===== src/hw/rtl/esc_lz_pkg.sv =====
`timescale 1ns / 1ps

package esc_lz_pkg;

    // history window, a power of two
    localparam int unsigned HIST_DEPTH = 65536;
    localparam int unsigned HIST_AW    = $clog2(HIST_DEPTH);

    localparam logic [31:0] HEADER_BYTES   = 32'd9;
    localparam logic [13:0] MIN_MATCH      = 14'd4;
    localparam logic [1:0]  DIST_SIZE_MASK = 2'h3;
    localparam int unsigned LEN_EXT_BIT    = 2;

    typedef enum logic [1:0] {
        ERR_NONE       = 2'd0,
        ERR_DIST_SIZE  = 2'd1,
        ERR_DIST_FAR   = 2'd2,
        ERR_UNEXPECTED = 2'd3
    } t_err;

    // one accepted item as the parser hands it to the output stage
    typedef struct packed {
        logic               has_result;
        logic               wr_en;
        logic               is_copy;
        logic [7:0]         lit_byte;
        logic               last;
        t_err               err;
        logic [HIST_AW-1:0] wr_addr;
        logic [HIST_AW-1:0] rd_addr;
    } t_item;

endpackage


===== src/hw/rtl/esc_lz_parse.sv =====
`timescale 1ns / 1ps

module esc_lz_parse (
    input  logic                i_clk,
    input  logic                i_rst_n,
    input  logic                i_acc,
    input  logic                i_op,
    input  logic [7:0]          i_in_byte,
    output esc_lz_pkg::t_item   o_item
);

    typedef enum logic [2:0] {
        PH_HDR_ORIG,
        PH_HDR_COMP,
        PH_HDR_ESC,
        PH_IDLE,
        PH_ESC,
        PH_LEN_EXT,
        PH_DIST,
        PH_COPY
    } t_phase;

    t_phase      r_phase, n_phase;
    logic [1:0]  r_cnt, n_cnt;
    logic [31:0] r_orig, n_orig;
    logic [31:0] r_cleft, n_cleft;
    logic [7:0]  r_esc, n_esc;
    logic [1:0]  r_dsize, n_dsize;
    logic [13:0] r_len, n_len;
    logic [24:0] r_dist, n_dist;
    logic [31:0] r_prod, n_prod;

    logic [31:0] prod_inc;
    logic [31:0] cl_dec;
    logic [31:0] cl_hdr;
    logic [7:0]  code;
    logic [24:0] dist_acc;
    logic [24:0] dist_fin;
    esc_lz_pkg::t_item item;

    assign prod_inc = r_prod + 32'd1;
    assign cl_dec   = (r_cleft != 32'd0) ? r_cleft - 32'd1 : r_cleft;
    assign cl_hdr   = (r_cleft >= esc_lz_pkg::HEADER_BYTES) ?
                      r_cleft - esc_lz_pkg::HEADER_BYTES : 32'd0;
    assign code     = (i_in_byte > r_esc) ? i_in_byte - 8'd1 : i_in_byte;

    always_comb begin
        dist_acc = r_dist;
        case (r_cnt)
            2'd0:    dist_acc[7:0]   = i_in_byte;
            2'd1:    dist_acc[15:8]  = i_in_byte;
            2'd2:    dist_acc[23:16] = i_in_byte;
            default: dist_acc        = r_dist;
        endcase
    end

    assign dist_fin = dist_acc + 25'd1;

    always_comb begin
        n_phase = r_phase;
        n_cnt   = r_cnt;
        n_orig  = r_orig;
        n_cleft = r_cleft;
        n_esc   = r_esc;
        n_dsize = r_dsize;
        n_len   = r_len;
        n_dist  = r_dist;
        n_prod  = r_prod;

        item            = '0;
        item.err        = esc_lz_pkg::ERR_NONE;
        item.lit_byte   = i_in_byte;
        item.last       = (prod_inc == r_orig);
        item.wr_addr    = r_prod[esc_lz_pkg::HIST_AW-1:0];
        item.rd_addr    = r_prod[esc_lz_pkg::HIST_AW-1:0] -
                          r_dist[esc_lz_pkg::HIST_AW-1:0];

        if (i_acc) begin
            if (i_op) begin
                if (r_phase != PH_COPY) begin
                    item.has_result = 1'b1;
                    item.err        = esc_lz_pkg::ERR_UNEXPECTED;
                    item.lit_byte   = 8'd0;
                    item.last       = 1'b0;
                end else begin
                    item.has_result = 1'b1;
                    item.wr_en      = 1'b1;
                    item.is_copy    = 1'b1;
                    n_prod          = prod_inc;
                    n_len           = r_len - 14'd1;
                    if (r_len == 14'd1) begin
                        n_phase = (r_cleft == 32'd0) ? PH_HDR_ORIG : PH_IDLE;
                        n_cnt   = 2'd0;
                    end
                end
            end else if (r_phase == PH_COPY) begin
                item.has_result = 1'b1;
                item.err        = esc_lz_pkg::ERR_UNEXPECTED;
                item.lit_byte   = 8'd0;
                item.last       = 1'b0;
            end else begin
                case (r_phase)
                    PH_HDR_ORIG: begin
                        if (r_cnt == 2'd0) begin
                            n_orig = 32'd0;
                        end
                        n_orig[{r_cnt, 3'b000} +: 8] = i_in_byte;
                        n_cnt = r_cnt + 2'd1;
                        if (r_cnt == 2'd3) begin
                            n_phase = PH_HDR_COMP;
                        end
                    end
                    PH_HDR_COMP: begin
                        if (r_cnt == 2'd0) begin
                            n_cleft = 32'd0;
                        end
                        n_cleft[{r_cnt, 3'b000} +: 8] = i_in_byte;
                        n_cnt = r_cnt + 2'd1;
                        if (r_cnt == 2'd3) begin
                            n_phase = PH_HDR_ESC;
                        end
                    end
                    PH_HDR_ESC: begin
                        n_esc   = i_in_byte;
                        n_cleft = cl_hdr;
                        n_prod  = 32'd0;
                        n_phase = (cl_hdr == 32'd0) ? PH_HDR_ORIG : PH_IDLE;
                        n_cnt   = 2'd0;
                    end
                    PH_IDLE: begin
                        n_cleft = cl_dec;
                        if (i_in_byte != r_esc) begin
                            item.has_result = 1'b1;
                            item.wr_en      = 1'b1;
                            n_prod          = prod_inc;
                            n_phase = (cl_dec == 32'd0) ? PH_HDR_ORIG : PH_IDLE;
                            n_cnt   = 2'd0;
                        end else begin
                            n_phase = PH_ESC;
                        end
                    end
                    PH_ESC: begin
                        n_cleft = cl_dec;
                        if (i_in_byte == r_esc) begin
                            item.has_result = 1'b1;
                            item.wr_en      = 1'b1;
                            n_prod          = prod_inc;
                            n_phase = (cl_dec == 32'd0) ? PH_HDR_ORIG : PH_IDLE;
                            n_cnt   = 2'd0;
                        end else begin
                            n_dsize = code[1:0];
                            n_len   = {9'd0, code[7:3]};
                            if (code[1:0] == esc_lz_pkg::DIST_SIZE_MASK) begin
                                item.has_result = 1'b1;
                                item.err        = esc_lz_pkg::ERR_DIST_SIZE;
                                item.lit_byte   = 8'd0;
                                item.last       = 1'b0;
                                n_phase = (cl_dec == 32'd0) ? PH_HDR_ORIG : PH_IDLE;
                                n_cnt   = 2'd0;
                            end else if (code[esc_lz_pkg::LEN_EXT_BIT]) begin
                                n_phase = PH_LEN_EXT;
                            end else begin
                                n_len   = {9'd0, code[7:3]} + esc_lz_pkg::MIN_MATCH;
                                n_phase = PH_DIST;
                                n_cnt   = 2'd0;
                                n_dist  = 25'd0;
                            end
                        end
                    end
                    PH_LEN_EXT: begin
                        n_cleft = cl_dec;
                        n_len   = {1'b0, i_in_byte, r_len[4:0]} + esc_lz_pkg::MIN_MATCH;
                        n_phase = PH_DIST;
                        n_cnt   = 2'd0;
                        n_dist  = 25'd0;
                    end
                    PH_DIST: begin
                        n_cleft = cl_dec;
                        if (r_cnt >= r_dsize) begin
                            n_dist = dist_fin;
                            n_cnt  = 2'd0;
                            if (({7'd0, dist_fin} > r_prod) ||
                                (dist_fin > 25'(esc_lz_pkg::HIST_DEPTH))) begin
                                item.has_result = 1'b1;
                                item.err        = esc_lz_pkg::ERR_DIST_FAR;
                                item.lit_byte   = 8'd0;
                                item.last       = 1'b0;
                                n_phase = (cl_dec == 32'd0) ? PH_HDR_ORIG : PH_IDLE;
                            end else begin
                                n_phase = PH_COPY;
                            end
                        end else begin
                            n_dist = dist_acc;
                            n_cnt  = r_cnt + 2'd1;
                        end
                    end
                    default: begin
                        n_phase = PH_HDR_ORIG;
                        n_cnt   = 2'd0;
                    end
                endcase
            end
        end
    end

    always_ff @(posedge i_clk) begin
        if (!i_rst_n) begin
            r_phase <= PH_HDR_ORIG;
            r_cnt   <= 2'd0;
            r_orig  <= 32'd0;
            r_cleft <= 32'd0;
            r_esc   <= 8'd0;
            r_dsize <= 2'd0;
            r_len   <= 14'd0;
            r_dist  <= 25'd0;
            r_prod  <= 32'd0;
        end else begin
            r_phase <= n_phase;
            r_cnt   <= n_cnt;
            r_orig  <= n_orig;
            r_cleft <= n_cleft;
            r_esc   <= n_esc;
            r_dsize <= n_dsize;
            r_len   <= n_len;
            r_dist  <= n_dist;
            r_prod  <= n_prod;
        end
    end

    assign o_item = item;

endmodule


===== config.mk =====
export PLATFORM = sky130hd
export DESIGN_NAME = esc_lz_parse
export DESIGN_NICKNAME = d
export VERILOG_FILES = /design/src/hw/rtl/esc_lz_pkg.sv /design/src/hw/rtl/esc_lz_parse.sv
export SDC_FILE = /design/constraint.sdc
export NUM_CORES = 1
export LEC_CHECK = 0
export BUFFER_PORTS_ARGS = -buffer_cell sky130_fd_sc_hd__buf_4
export CORE_UTILIZATION = 40
export CTS_CLUSTER_SIZE = 20
export DETAILED_ROUTE_END_ITERATION = 12
export GPL_TIMING_DRIVEN = 1
export PLACE_DENSITY = 0.57
export SYNTH_ARGS = -nofsm -noshare
export SYNTH_HDL_FRONTEND = slang
export SYNTH_SLANG_ARGS = --single-unit

===== constraint.sdc =====
create_clock -name i_clk -period 15.1 [get_ports i_clk]
set_input_delay 0.755 -clock i_clk [delete_from_list [all_inputs] [get_ports i_clk]]
set_output_delay 0.755 -clock i_clk [all_outputs]
set_load 0.01 [all_outputs]

== Word-level counts from Yosys, hierarchy flattened ==
Cells that the tools add are included.

* Output and inout port bits: 46
* Flip-flop bits (word level): 150
* Input bits: 12

* Add/sub/neg operators: 11
* Multiplexer cells: 85
* Shifts and indexed selects: 2
* Equal/unequal tests: 30
* $lt $le $gt $ge: 5
* Bitwise gates (word level): 3
* Reductions and logical operators: 23

{| class="wikitable"
|+ Operators by type and width
! operator !! count
|-
| $mux W32 || 17
|-
| $pmux W32 S3 || 2
|-
| $mux W25 || 4
|-
| $logic_not A32 Y1 || 3
|-
| $mux W11 || 7
|-
| $pmux W25 S3 || 1
|-
| $mux W14 || 5
|-
| $bwmux W32 || 2
|-
| $mux W3 || 11
|-
| $add A32 B1 Y32 const B || 1
|-
| $eq A32 B32 Y1 || 1
|-
| $ge A32 B4 Y1 const B || 1
|-
| $gt A25 B32 Y1 || 1
|-
| $mux W2 || 16
|-
| $mux W8 || 4
|-
| $reduce_bool A32 Y1 || 1
|-
| $shift A8 B7 Y32 const A || 1
|-
| $shiftx A8 B7 Y32 || 1
|-
| $sub A32 B1 Y32 const B || 1
|-
| $sub A32 B4 Y32 const B || 1
|-
| $pmux W14 S2 || 1
|-
| $add A25 B1 Y25 const B || 1
|-
| $gt A25 B17 Y1 const B || 1
|-
| $pmux W11 S2 || 1
|-
| other kinds (40) || 74
|}

== Longest topological paths before layout ==
* Word-level depth: 11
* Mapped depth: 25
* Depth with buffers taken out: 21

== Least setup slack after synthesis ==
Ideal clock, no wire load.

* Path kind: register -> output
* Start: register r_cnt[0]
* End: output port o_item[34] in the netlist's numbering
* Slack: 9218 ps
* Buffers on the path: 4
* Arrival: 5127 ps
* Cell stages (with the launch flop): 24
* Required time: 14345 ps
* Cell sequence: dfxtp_1 > inv_1 > ha_1 > buf_6 > clkbuf_1 > buf_1 > clkbuf_1 > mux2_2 > ha_1 > inv_1 > a211oi_1 > nand4_2 > nor3_1 > xor2_1 > ha_1 > a21oi_1 > o31ai_1 > a21oi_1 > mux2i_1 > a32o_1 > nor4_4 > nand3_1 > a21oi_2 > and3_1

{| class="wikitable"
|+ RTL lines
! what !! line !! RTL
|-
| start: declaration || esc_lz_parse.sv:24 || <nowiki>logic [1:0] r_cnt, n_cnt;</nowiki>
|-
| start signal: assignment || esc_lz_parse.sv:219 || <nowiki>r_cnt <= n_cnt;</nowiki>
|-
| end: declaration || esc_lz_parse.sv:9 || <nowiki>output esc_lz_pkg::t_item o_item</nowiki>
|}

==> impl_metrics.json <==
{
  "place_congestion": 0.922,
  "ios": 58,
  "syn_inst": 1958,
  "path_cells": "inv_1 > ha_1 > buf_4 > o21ai_0 > ha_1 > inv_1 > a211oi_1 > nand4_2 > nor3_1 > xor2_1 > ha_1 > a21oi_1 > o31ai_1 > a21oi_1 > mux2i_1 > a32o_1 > nor4_4 > nand3_1 > a21oi_2 > and3_1 > buf_4",
  "diodes": 0,
  "antenna_found_initial": 0,
  "layout_common_cells": "200 x nand2_1, 192 x nor2_1, 160 x a21oi_1",
  "synthFlopType": "dfxtp_1",
  "drive_above_1_share_pct": 8.96,
  "cp-start-kind": "register",
  "crit_required_ns": 14.35,
  "firstDrtPassIters": 5,
  "outcome": "finished, final reports clean",
  "holdWs_ns": 0.457,
  "yosysSeqAreaShare_pct": 21.3,
  "vias_per_cell": 6.08,
  "drc_errors": 0,
  "cp_slowest_stage_delay_ns": 0.48,
  "synth.distinct_cells": 96,
  "cts_tree": "built",
  "synth_edf_count": 0,
  "insertion_delay_ns": 0.45,
  "timing.final.max_slew_violations": 0,
  "clk_pin_slew_ns": 0.07,
  "mappedNetlistArea_um2": 14100,
  "critPathSlowestCell": "a211oi_1",
  "h-tree-depth": 4,
  "wirelength_um": 48100,
  "cpMostUsedCell": "ha_1",
  "grtUsageTotal_pct": 26.4,
  "core_area_um2": 34600,
  "dr.first_iter.drc_count": 1097,
  "n_fill_cell": 3585,
  "holdPathEnd": "r_dist[23]$_SDFFE_PN0P_",
  "grt_pass1_vias": 13000,
  "critPathArrivalTime_ns": 6.13,
  "initial_core_util_pct": 40.7,
  "register_area_um2": 3000,
  "dpl.hpwl_um": 34000,
  "rr_startpoint": "r_cnt[0]$_SDFFE_PN0P_",
  "postSynthAreaPerCell_um2": 7.19,
  "fmax_mhz": 145,
  "root_buffer": "clkbuf_16",
  "die_area_um2": 36000,
  "relSlewSlack_pct": 19.0,
  "hold_viol": 0,
  "irDropWorstVdd_uv": 75.1,
  "antenna_left": 0,
  "grt_overflow_total": 0,
  "r2r_slack_ns": 9.52,
  "end_kind": "output pin",
  "cts_num_sinks": 150,
  "grt_pass1_wl_um": 75100,
  "finalWorstPathRequiredPeriod_ns": 6.89,
  "yosysWarningCount": 0,
  "rsz0062_at_grt": "no",
  "cp_max_fo": 45,
  "rows": 68,
  "cts_buffers": 17,
  "die_width_um": 190,
  "area_growth_pct": 7.61,
  "worst_slew_pin_slew_ns": 1.22,
  "reg2reg_to": "r_phase[0]$_SDFFE_PN0P_",
  "clk_path_buf_depth": 2,
  "holdPathStages": 2,
  "hold_path.class": "reg -> reg",
  "grt_max_degree": 85,
  "worst-setup-path-type": "reg -> out",
  "dp.cells": 2342,
  "ys_seq_elements": 150,
  "min_from": "r_dist[23]$_SDFFE_PN0P_",
  "cts_setup_buffers": 0,
  "async_flop_share_pct": 0,
  "power.leakage_uw": 0.00544,
  "worstRegToRegCells": 20,
  "cts_hold_buf": 0,
  "fin_cells": 2374,
  "ctsResizeCount": 0,
  "final_common_cell": "nand2_1",
  "setup_violations": 0,
  "finClkSkew_ns": 0.0111,
  "via_count": 14400,
  "synth_nets": 2041,
  "die_h_um": 190,
  "p_per_area_nw_per_um2": 76.8,
  "multi_input_area_um2": 10100,
  "setup_tns_ns": 0,
  "fin_crit_sh_pct": 45.6,
  "drv_cap": 0,
  "final_nets": 1989,
  "place.port_buffers": 57,
  "wl_per_cell_um": 20.3
}
==> sequential cells by signal, summed over array words and instances, names as in the netlist <==
register,flops
r_cleft,32
r_cnt,2
r_dist,25
r_dsize,2
r_esc,8
r_len,14
r_orig,32
r_phase,3
r_prod,32
==> final cells by class <==
type,count,area share [%]
Multi-Input combinational cell,1575,66.7
Clock buffer,21,3.10
Clock inverter,11,0.760
Tap cell,455,3.76
Sequential cell,150,19.8
Timing Repair Buffer,74,3.67
Inverter,88,2.20
==> Yosys cell counts, drive strengths merged (33+ instances only) <==
master	count	area (µm²)
a21oi	162	815
buf	49	317
clkbuf	96	360
dfxtp	150	3000
ha	70	876
inv	87	327
mux2i	33	342
nand2	200	751
nand3	110	556
nor2	192	721
nor3	74	375
nor4	43	343
o21ai	104	521
xnor2	119	1040
xor2	43	377
==> per-layer routing <==
metal	share of wire, %	GRT usage, %
met5	0	0
met1	46	35.8
met2	46	43.6
met3	5.1	2.99
met4	2.5	8.53
==> stage by stage <==
step	cell area [µm²]	util [%]	total power (µW)	setup slack [ns]
4_1_cts	15200	43.8	1160	8.23
6_report	15200	43.8	1160	8.21
3_3_place_gp	14600	42.1	723	8.88
3_5_place_dp	14600	42.1	724	8.72
5_1_grt	15200	43.8	1210	7.76
2_1_floorplan	14100	-	643	9.22
==> worst max path at each step <==
stage | from | end | depth (start not counted)
detailed placement | r_cnt[0]$_SDFFE_PN0P_ | o_item[34] | 21
finish | r_cnt[0]$_SDFFE_PN0P_ | o_item[34] | 21
floorplan | r_cnt[0]$_SDFFE_PN0P_ | o_item[34] | 23
CTS | r_cnt[0]$_SDFFE_PN0P_ | o_item[34] | 21
global route | r_cnt[0]$_SDFFE_PN0P_ | o_item[34] | 20
global placement | r_cnt[0]$_SDFFE_PN0P_ | o_item[34] | 21
==> worst max-delay path: cells and delay by family, from the launching register on <==
kind	cells	cell delay, ns
buffers and inverters	4	0.64
DFF	1	0.47
adders and majority gates	3	0.82
and+or+nand+nor	5	1.37
xor gates and xnor gates	1	0.34
muxes	1	0.10
AOI/OAI and AO/OA	7	1.92
==> cells by family (layout without fill, tap and decap cells) <==
family                     Yosys count  after routing  share of synthesized area (%)
AOI/OAI and AO/OA                  504            504                           23.4
xor gates and xnor gates           162            162                           10.1
adders and majority gates           71             71                           6.36
buffers and inverters              233            194                           7.15
DFF                                150            150                           21.3
muxes                               43             43                           3.33
and+or+nand+nor                    795            795                           28.3
==> power breakdown <==
part / switching, µW / internal, µW / total (µW)
registers: 10.4 / 401 / 411
clock network: 198 / 244 / 442
logic: 203 / 108 / 311
No activity file was read; power rests on OpenSTA's default activity.
